### src/rtl/mmfp_pkg.sv
package mmfp_pkg;

  // parser sequencer states
  typedef enum logic [2:0] {
    ST_IDLE,
    ST_STAT,
    ST_DATA1,
    ST_DATA2,
    ST_DONE
  } mmfp_state_t;

  // item kind on in_tuser
  localparam logic FUNC_PUSH = 1'b0;
  localparam logic FUNC_POP  = 1'b1;

  localparam int BYTE_W    = 8;
  localparam int CMD_W     = 5;
  localparam int CHAN_W    = 4;
  localparam int PEND_W    = 6;
  localparam int OUT_W     = 40;
  localparam int LEN_W     = 2;

  localparam logic [BYTE_W-1:0] STATUS_BIT = 8'h80;
  localparam logic [3:0]        SYS_NIB    = 4'hF;
  localparam logic [CMD_W-1:0]  SYS_BASE   = 5'h08;

  // status byte to command code
  function automatic logic [CMD_W-1:0] decode_cmd(input logic [BYTE_W-1:0] status);
    if (status[7:4] != SYS_NIB) begin
      decode_cmd = {2'b00, status[6:4]};
    end else begin
      decode_cmd = {1'b0, status[3:0]} + SYS_BASE;
    end
  endfunction

  // number of data bytes that follow each command
  function automatic logic [LEN_W-1:0] msg_len(input logic [CMD_W-1:0] cmd);
    case (cmd)
      5'd0, 5'd1, 5'd2, 5'd3, 5'd6: msg_len = 2'd2;
      5'd4, 5'd5, 5'd8, 5'd9, 5'd11: msg_len = 2'd1;
      5'd10: msg_len = 2'd2;
      default: msg_len = 2'd0;
    endcase
  endfunction

endpackage

### src/rtl/mmfp_ram.sv
module mmfp_ram #(
  parameter int WIDTH = 8,
  parameter int DEPTH = 32
) (
  input  logic                     clk,
  input  logic                     we,
  input  logic [$clog2(DEPTH)-1:0] waddr,
  input  logic [WIDTH-1:0]         wdata,
  input  logic [$clog2(DEPTH)-1:0] raddr,
  output logic [WIDTH-1:0]         rdata
);

  logic [WIDTH-1:0] mem [DEPTH];
  logic [WIDTH-1:0] rdata_r;

  // one write port, one registered read port
  always_ff @(posedge clk) begin
    if (we) begin
      mem[waddr] <= wdata;
    end
    rdata_r <= mem[raddr];
  end

  assign rdata = rdata_r;

endmodule

### src/rtl/midi_message_fifo_parser.sv
// sequence: a push writes the ring (unless full) and goes straight to ST_DONE; a pop on an empty
// ring does the same, else it reads the head in ST_STAT, discards leading data bytes there one
// by one, then reads the data bytes in ST_DATA1 and ST_DATA2 as the message length needs; ST_DONE
// waits while the output register is busy. throughput: one item at a time, the ring ram read
// port giving one byte per cycle
// a new item is taken while the previous result still waits on out_tready
// reset (rst_n low, synchronous): pointers and count go to zero, ring contents are kept
module midi_message_fifo_parser #(
  parameter int RING_DEPTH = 32
) (
  input  logic        clk,
  input  logic        rst_n,
  input  logic        in_tvalid,
  output logic        in_tready,
  input  logic [7:0]  in_tdata,   // byte_in[7:0]
  input  logic        in_tuser,   // func[0]
  output logic        out_tvalid,
  input  logic        out_tready,
  output logic [39:0] out_tdata   // message_valid[0], command[5:1], channel[9:6],
                                  // data_first[17:10], data_second[25:18],
                                  // bytes_pending[31:26], push_dropped[32], zero[39:33]
);
  import mmfp_pkg::*;

  localparam int AW = $clog2(RING_DEPTH);
  localparam int CW = $clog2(RING_DEPTH + 1);

  function automatic logic [AW-1:0] ptr_inc(input logic [AW-1:0] p);
    if (p == AW'(RING_DEPTH - 1)) begin
      ptr_inc = '0;
    end else begin
      ptr_inc = p + 1'b1;
    end
  endfunction

  mmfp_state_t       state_r, state_nxt;
  logic [AW-1:0]     wp_r, wp_nxt;
  logic [AW-1:0]     rp_r, rp_nxt;
  logic [AW-1:0]     scan_r, scan_nxt;
  logic [CW-1:0]     cnt_r, cnt_nxt;
  logic [LEN_W-1:0]  len_r, len_nxt;
  logic              res_valid_r, res_valid_nxt;
  logic [CMD_W-1:0]  res_cmd_r, res_cmd_nxt;
  logic [CHAN_W-1:0] res_chan_r, res_chan_nxt;
  logic [BYTE_W-1:0] res_d1_r, res_d1_nxt;
  logic [BYTE_W-1:0] res_d2_r, res_d2_nxt;
  logic              res_drop_r, res_drop_nxt;
  logic              out_valid_r, out_valid_nxt;
  logic [OUT_W-1:0]  out_data_r, out_data_nxt;

  logic              ram_we;
  logic [AW-1:0]     ram_raddr;
  logic [BYTE_W-1:0] ram_rdata;
  logic [CMD_W-1:0]  stat_cmd;
  logic [LEN_W-1:0]  stat_len;

  mmfp_ram #(
    .WIDTH (BYTE_W),
    .DEPTH (RING_DEPTH)
  ) u_ring (
    .clk   (clk),
    .we    (ram_we),
    .waddr (wp_r),
    .wdata (in_tdata),
    .raddr (ram_raddr),
    .rdata (ram_rdata)
  );

  assign stat_cmd = decode_cmd(ram_rdata);
  assign stat_len = msg_len(stat_cmd);

  assign in_tready  = (state_r == ST_IDLE);
  assign out_tvalid = out_valid_r;
  assign out_tdata  = out_data_r;

  // sequencer: next state, ring pointers and result fields
  always_comb begin
    state_nxt     = state_r;
    wp_nxt        = wp_r;
    rp_nxt        = rp_r;
    scan_nxt      = scan_r;
    cnt_nxt       = cnt_r;
    len_nxt       = len_r;
    res_valid_nxt = res_valid_r;
    res_cmd_nxt   = res_cmd_r;
    res_chan_nxt  = res_chan_r;
    res_d1_nxt    = res_d1_r;
    res_d2_nxt    = res_d2_r;
    res_drop_nxt  = res_drop_r;
    out_valid_nxt = out_valid_r;
    out_data_nxt  = out_data_r;
    ram_we        = 1'b0;
    ram_raddr     = rp_r;

    if (out_valid_r && out_tready) begin
      out_valid_nxt = 1'b0;
    end

    case (state_r)
      ST_IDLE: begin
        if (in_tvalid) begin
          res_valid_nxt = 1'b0;
          res_cmd_nxt   = '0;
          res_chan_nxt  = '0;
          res_d1_nxt    = '0;
          res_d2_nxt    = '0;
          res_drop_nxt  = 1'b0;
          if (in_tuser == FUNC_PUSH) begin
            // store the beat unless the ring is full
            if (cnt_r == CW'(RING_DEPTH)) begin
              res_drop_nxt = 1'b1;
            end else begin
              ram_we  = 1'b1;
              wp_nxt  = ptr_inc(wp_r);
              cnt_nxt = cnt_r + 1'b1;
            end
            state_nxt = ST_DONE;
          end else if (cnt_r == '0) begin
            state_nxt = ST_DONE;
          end else begin
            // read the head byte
            ram_raddr = rp_r;
            state_nxt = ST_STAT;
          end
        end
      end

      ST_STAT: begin
        if ((ram_rdata & STATUS_BIT) == '0) begin
          // drop a leading data byte and look at the next one
          rp_nxt    = ptr_inc(rp_r);
          cnt_nxt   = cnt_r - 1'b1;
          ram_raddr = ptr_inc(rp_r);
          if (cnt_r == CW'(1)) begin
            state_nxt = ST_DONE;
          end
        end else if (cnt_r > CW'(stat_len)) begin
          res_valid_nxt = 1'b1;
          res_cmd_nxt   = stat_cmd;
          if (stat_cmd < SYS_BASE) begin
            res_chan_nxt = ram_rdata[3:0];
          end
          len_nxt   = stat_len;
          scan_nxt  = ptr_inc(rp_r);
          ram_raddr = ptr_inc(rp_r);
          if (stat_len == '0) begin
            rp_nxt    = ptr_inc(rp_r);
            cnt_nxt   = cnt_r - 1'b1;
            state_nxt = ST_DONE;
          end else begin
            state_nxt = ST_DATA1;
          end
        end else begin
          // incomplete message stays in the ring
          state_nxt = ST_DONE;
        end
      end

      ST_DATA1: begin
        res_d1_nxt = ram_rdata;
        ram_raddr  = ptr_inc(scan_r);
        if (len_r == 2'd2) begin
          scan_nxt  = ptr_inc(scan_r);
          state_nxt = ST_DATA2;
        end else begin
          rp_nxt    = ptr_inc(scan_r);
          cnt_nxt   = cnt_r - CW'(2);
          state_nxt = ST_DONE;
        end
      end

      ST_DATA2: begin
        res_d2_nxt = ram_rdata;
        rp_nxt     = ptr_inc(scan_r);
        cnt_nxt    = cnt_r - CW'(3);
        state_nxt  = ST_DONE;
      end

      ST_DONE: begin
        // hand the result to the output register once it is free
        if (!out_valid_r || out_tready) begin
          out_valid_nxt = 1'b1;
          out_data_nxt  = {7'd0, res_drop_r, PEND_W'(cnt_r), res_d2_r, res_d1_r,
                           res_chan_r, res_cmd_r, res_valid_r};
          state_nxt     = ST_IDLE;
        end
      end

      default: begin
        state_nxt = ST_IDLE;
      end
    endcase
  end

  // control registers
  always_ff @(posedge clk) begin
    if (!rst_n) begin
      state_r     <= ST_IDLE;
      wp_r        <= '0;
      rp_r        <= '0;
      cnt_r       <= '0;
      out_valid_r <= 1'b0;
    end else begin
      state_r     <= state_nxt;
      wp_r        <= wp_nxt;
      rp_r        <= rp_nxt;
      cnt_r       <= cnt_nxt;
      out_valid_r <= out_valid_nxt;
    end
  end

  // payload registers
  always_ff @(posedge clk) begin
    scan_r      <= scan_nxt;
    len_r       <= len_nxt;
    res_valid_r <= res_valid_nxt;
    res_cmd_r   <= res_cmd_nxt;
    res_chan_r  <= res_chan_nxt;
    res_d1_r    <= res_d1_nxt;
    res_d2_r    <= res_d2_nxt;
    res_drop_r  <= res_drop_nxt;
    out_data_r  <= out_data_nxt;
  end

endmodule

### config.mk
export PLATFORM = sky130hd
export DESIGN_NAME = midi_message_fifo_parser
export DESIGN_NICKNAME = d
export VERILOG_FILES = /design/src/rtl/mmfp_pkg.sv /design/src/rtl/mmfp_ram.sv /design/src/rtl/midi_message_fifo_parser.sv
export SDC_FILE = /design/constraint.sdc
export NUM_CORES = 1
export LEC_CHECK = 0
export BUFFER_PORTS_ARGS = -buffer_cell sky130_fd_sc_hd__clkbuf_2
export CAP_MARGIN = 20
export CORE_UTILIZATION = 65
export DETAILED_ROUTE_END_ITERATION = 6
export PLACE_DENSITY = 0.83
export SETUP_SLACK_MARGIN = 0.5
export SKIP_LAST_GASP = 1
export SYNTH_ARGS = -nofsm -noshare
export SYNTH_HDL_FRONTEND = slang
export SYNTH_SLANG_ARGS = --single-unit
### constraint.sdc
create_clock -name clk -period 7.2 [get_ports clk]
set_input_delay 0.36 -clock clk [delete_from_list [all_inputs] [get_ports clk]]
set_output_delay 0.36 -clock clk [all_outputs]
set_load 0.02 [all_outputs]
==> flow_summary.yaml <==
run_status:
  run_status: "finished, final reports clean"
timing:
  share_of_the_clock_period_used_by_the_worst_path_after_layout_pct: 71.62
  worst_slew_pin_slew_ns: 1.002
  post-route-min-period_ns: 5.157
  unrepaired_setup_endpoints_after_global_routing: "no"
  maxSlewHeadroom_pct: 32.71
  fin_max_slew_vios: 0
  final.setup.tns_ns: 0
  timing.clock.skew_ns: 0.01201
  finalHoldWorstSlack_ns: 0.1295
  report.final.setup_viol: 0
  timing.final.hold_violations: 0
  achievable-frequency_mhz: 193.9
synth:
  synth-simple-area-share_pct: 15.64
  post_synth_xor_area_fraction_pct: 0.5305
  number_of_distinct_library_cells_after_synthesis: 71
  netlist_instances: 1152
  synth_top_cell_by_area: "sky130_fd_sc_hd__edfxtp_1"
  yosysWarnings: 0
  synth.cell_area_um2: 14860
  multiplexer_area_fraction_after_synthesis_pct: 0.1347
  proportion_of_synthesized_chip_area_in_sequential_cells_pct: 69.05
  synth-seq-cells: 351
  ys.flop_type: "sky130_fd_sc_hd__edfxtp_1"
  largest_family_of_logic_cells_by_synthesized_area: "simple AND/OR/NAND/NOR gates"
  synth-compound-area-share_pct: 9.735
  async_reset_ff_share_pct: 0
  ys_top_cells_by_area: "sky130_fd_sc_hd__edfxtp_1 (65%), sky130_fd_sc_hd__nand2_1 (4.2%), sky130_fd_sc_hd__dfxtp_1 (3.8%)"
  synth_fa_ha_area_share_pct: 1.516
  synth.top_cell.area_share_pct: 65.28
  postSynthAreaPerCell_um2: 12.90
  synth_enable_flop_cells: 323
flow_run:
  drv.max_cap_violation_count: 0
grt:
  remaining_global_route_overflow: 0
  global_route.usage.total_pct: 27.58
  grt_start_max_net_pins: 131
  grt_first_pass_wirelength_mm: 49.59
  grt_pass1_vias: 9147
  antenna_violations_before_repair: 0
cells_and_area:
  share_of_cells_above_drive_strength_1_pct: 10.57
  final_cell_count_no_fill: 1482
  layout.cells.most_common_list: "sky130_fd_sc_hd__edfxtp_1 (323), sky130_fd_sc_hd__nand2_1 (165), sky130_fd_sc_hd__nor2_1 (136)"
  area_growth_pct: 9.103
  antenna_cells: 0
  mostFrequentLayoutCell: "sky130_fd_sc_hd__edfxtp_1"
  final_nets: 1207
floorplanning:
  die-width_um: 153.2
  num_rows: 54
  initial_utilization_pct: 67.25
  die_y_um: 153.2
  floorplan.core_area_um2: 22090
  fp.dieArea_um2: 23470
  boundaryPins: 55
detailed_routing:
  wire_per_inst_um: 21.35
  drc_violation_count_after_routing: 0
  drt_pass1_iterations: 6
  drt_iter0_drc: 986
  drt_wirelength_mm: 31.64
  dr_total_vias: 9416
  viasPerCell: 6.354
  detail-route-antenna-nets: 0
pwr:
  cellLeakagePower_nw: 5.526
  peakVddDrop_v: 0.0002360
  power_density_nw_per_um2: 308.6
setup_path:
  worstSetupEndpoint: "u_ring.rdata[2]"
  cp_data_required_time_ns: 7.61
  critical_path.reg2reg.endpoint: "u_ring.rdata[2]"
  arrival_ns: 5.57
  timing.critical_path.from_type: "flop"
  critical_path_endpoint_category: "flop"
  logic_depth_of_the_worst_register_to_register_path: 17
  crit_start: "u_ring.rdata[7]"
  reg2reg_setup_slack_ns: 2.04
  maximum_fanout_count_along_the_critical_path: 55
  criticalPathCategory: "reg2reg"
  regToRegStartpoint: "u_ring.rdata[7]"
clock_tree:
  post_cts_resize_count: 0
  clk_transition_reported_paths_ns: 0.06
  hold_buffers: 0
  cts_inserted_buffers: 36
  cts-htree-levels: 2
  clock_insertion_delay_worst_skew_ns: 0.51
  cts_buffer_depth: 3
  cts_sinks: 351
  cts_tree: "built"
  cts.root.buffer_cell: "sky130_fd_sc_hd__clkbuf_16"
  postCtsSetupRepairBufs: 0
min_path:
  hold_path.class: "in2reg"
placement:
  portBuffers: 47
  gp_routability_congestion: 0.8772
  dp_hpwl_mm: 18.92
  place.detailed.instances: 1418
## registers in the layout (all words and copies together), names as in the netlist
signal	count
cnt_r	6
len_r	2
out_tdata	33
out_tvalid	1
res_chan_r	4
res_cmd_r	5
res_d1_r	8
res_d2_r	8
res_drop_r	1
res_valid_r	1
rp_r	5
scan_r	5
state_r	3
u_ring.mem	256
u_ring.rdata	8
wp_r	5
## worst min path at each step
stage,startpoint,end,slack [ns],cells after the start
6_report,rst_n,state_r[1],0.13,3
5_1_grt,rst_n,state_r[1],0.13,3
4_1_cts,rst_n,state_r[1],0.12,3
3_5_place_dp,res_cmd_r[1],out_tdata[2],0.40,0
3_3_place_gp,res_d2_r[2],out_tdata[20],0.40,0
2_1_floorplan,res_valid_r,out_tdata[0],0.40,0
## power breakdown
part           internal [mW]  switching, mW
Sequential              2.36          0.119
Combinational          0.267          0.546
Clock                  0.978          0.734
## critical path: stages (launching register included)
cell and delay (ns):
sky130_fd_sc_hd__dfxtp_1 0.61, sky130_fd_sc_hd__inv_1 0.30, sky130_fd_sc_hd__or3_1 0.45, sky130_fd_sc_hd__o21ai_0 0.16, sky130_fd_sc_hd__nand2_1 0.07, sky130_fd_sc_hd__and2_1 0.20, sky130_fd_sc_hd__ha_1 0.31, sky130_fd_sc_hd__nand2_1 0.07
sky130_fd_sc_hd__a311o_1 0.32, sky130_fd_sc_hd__nand4_2 0.17, sky130_fd_sc_hd__nor2_4 0.08, sky130_fd_sc_hd__o31ai_4 0.63, sky130_fd_sc_hd__buf_4 0.59, sky130_fd_sc_hd__and2_1 0.21, sky130_fd_sc_hd__a211oi_1 0.05, sky130_fd_sc_hd__a311o_1 0.35
sky130_fd_sc_hd__and3_1 0.17, sky130_fd_sc_hd__nor4_1 0.27
## routing by layer
metal | GRT usage [%] | routed length (um) | vias up
li1 | - | - | 4310
met1 | 36.80 | 12500 | 4575
met2 | 45.81 | 15620 | 448
met3 | 3.969 | 2442 | 83
met4 | 11.59 | 1079 | 0
met5 | 0 | 0 | -
## cell type report
class | count | area (um^2)
Fill cell | 1377 | 5883
Clock inverter | 15 | 85.08
Inverter | 15 | 56.30
Multi-Input combinational cell | 716 | 4130
Sequential cell | 351 | 10260
Tap cell | 280 | 350.3
Timing Repair Buffer | 56 | 327.8
Clock buffer | 49 | 1001
## synth_stat cells, types with 5 or more instances
master	n
sky130_fd_sc_hd__edfxtp_1	323
sky130_fd_sc_hd__a311o_1	23
sky130_fd_sc_hd__nand2_1	165
sky130_fd_sc_hd__ha_1	18
sky130_fd_sc_hd__xnor2_1	6
sky130_fd_sc_hd__and3_1	34
sky130_fd_sc_hd__o21ai_0	13
sky130_fd_sc_hd__o211ai_1	25
sky130_fd_sc_hd__buf_2	30
sky130_fd_sc_hd__nand3_1	39
sky130_fd_sc_hd__and2_0	5
sky130_fd_sc_hd__a31oi_1	12
sky130_fd_sc_hd__a21oi_1	27
sky130_fd_sc_hd__nor2_1	137
sky130_fd_sc_hd__a311oi_1	9
sky130_fd_sc_hd__clkbuf_1	19
sky130_fd_sc_hd__and2_1	47
sky130_fd_sc_hd__inv_1	15
sky130_fd_sc_hd__a211oi_1	50
sky130_fd_sc_hd__o22ai_1	5
sky130_fd_sc_hd__buf_4	20
sky130_fd_sc_hd__nor2b_1	7
sky130_fd_sc_hd__nor3_1	8
sky130_fd_sc_hd__or3_1	5
sky130_fd_sc_hd__nor4_1	10
sky130_fd_sc_hd__dfxtp_1	28
sky130_fd_sc_hd__buf_6	6
## metrics by stage
step                      instance area [um^2]  util, %  worst slack [ns]  power, mW
after floorplan                          14880        -             3.519      3.088
after global placement                   15120    68.46             2.312      3.280
after detailed placement                 15120    68.46             2.162      3.310
after CTS                                16210    73.37             2.115      5.004
after global routing                     16210    73.37             1.710      5.165
final                                    16210    73.37             2.043      5.002
## cell families (layout without fill, tap and decap cells)
family / Yosys count / after routing
AOI/OAI and AO/OA: 190 / 190
xor gates and xnor gates: 9 / 9
adders and majority gates: 18 / 18
buffers and inverters: 91 / 135
DFF: 351 / 351
muxes: 2 / 2
other: 1 / 7
and+or+nand+nor: 490 / 490
Power figures use the tool's default switching activity.
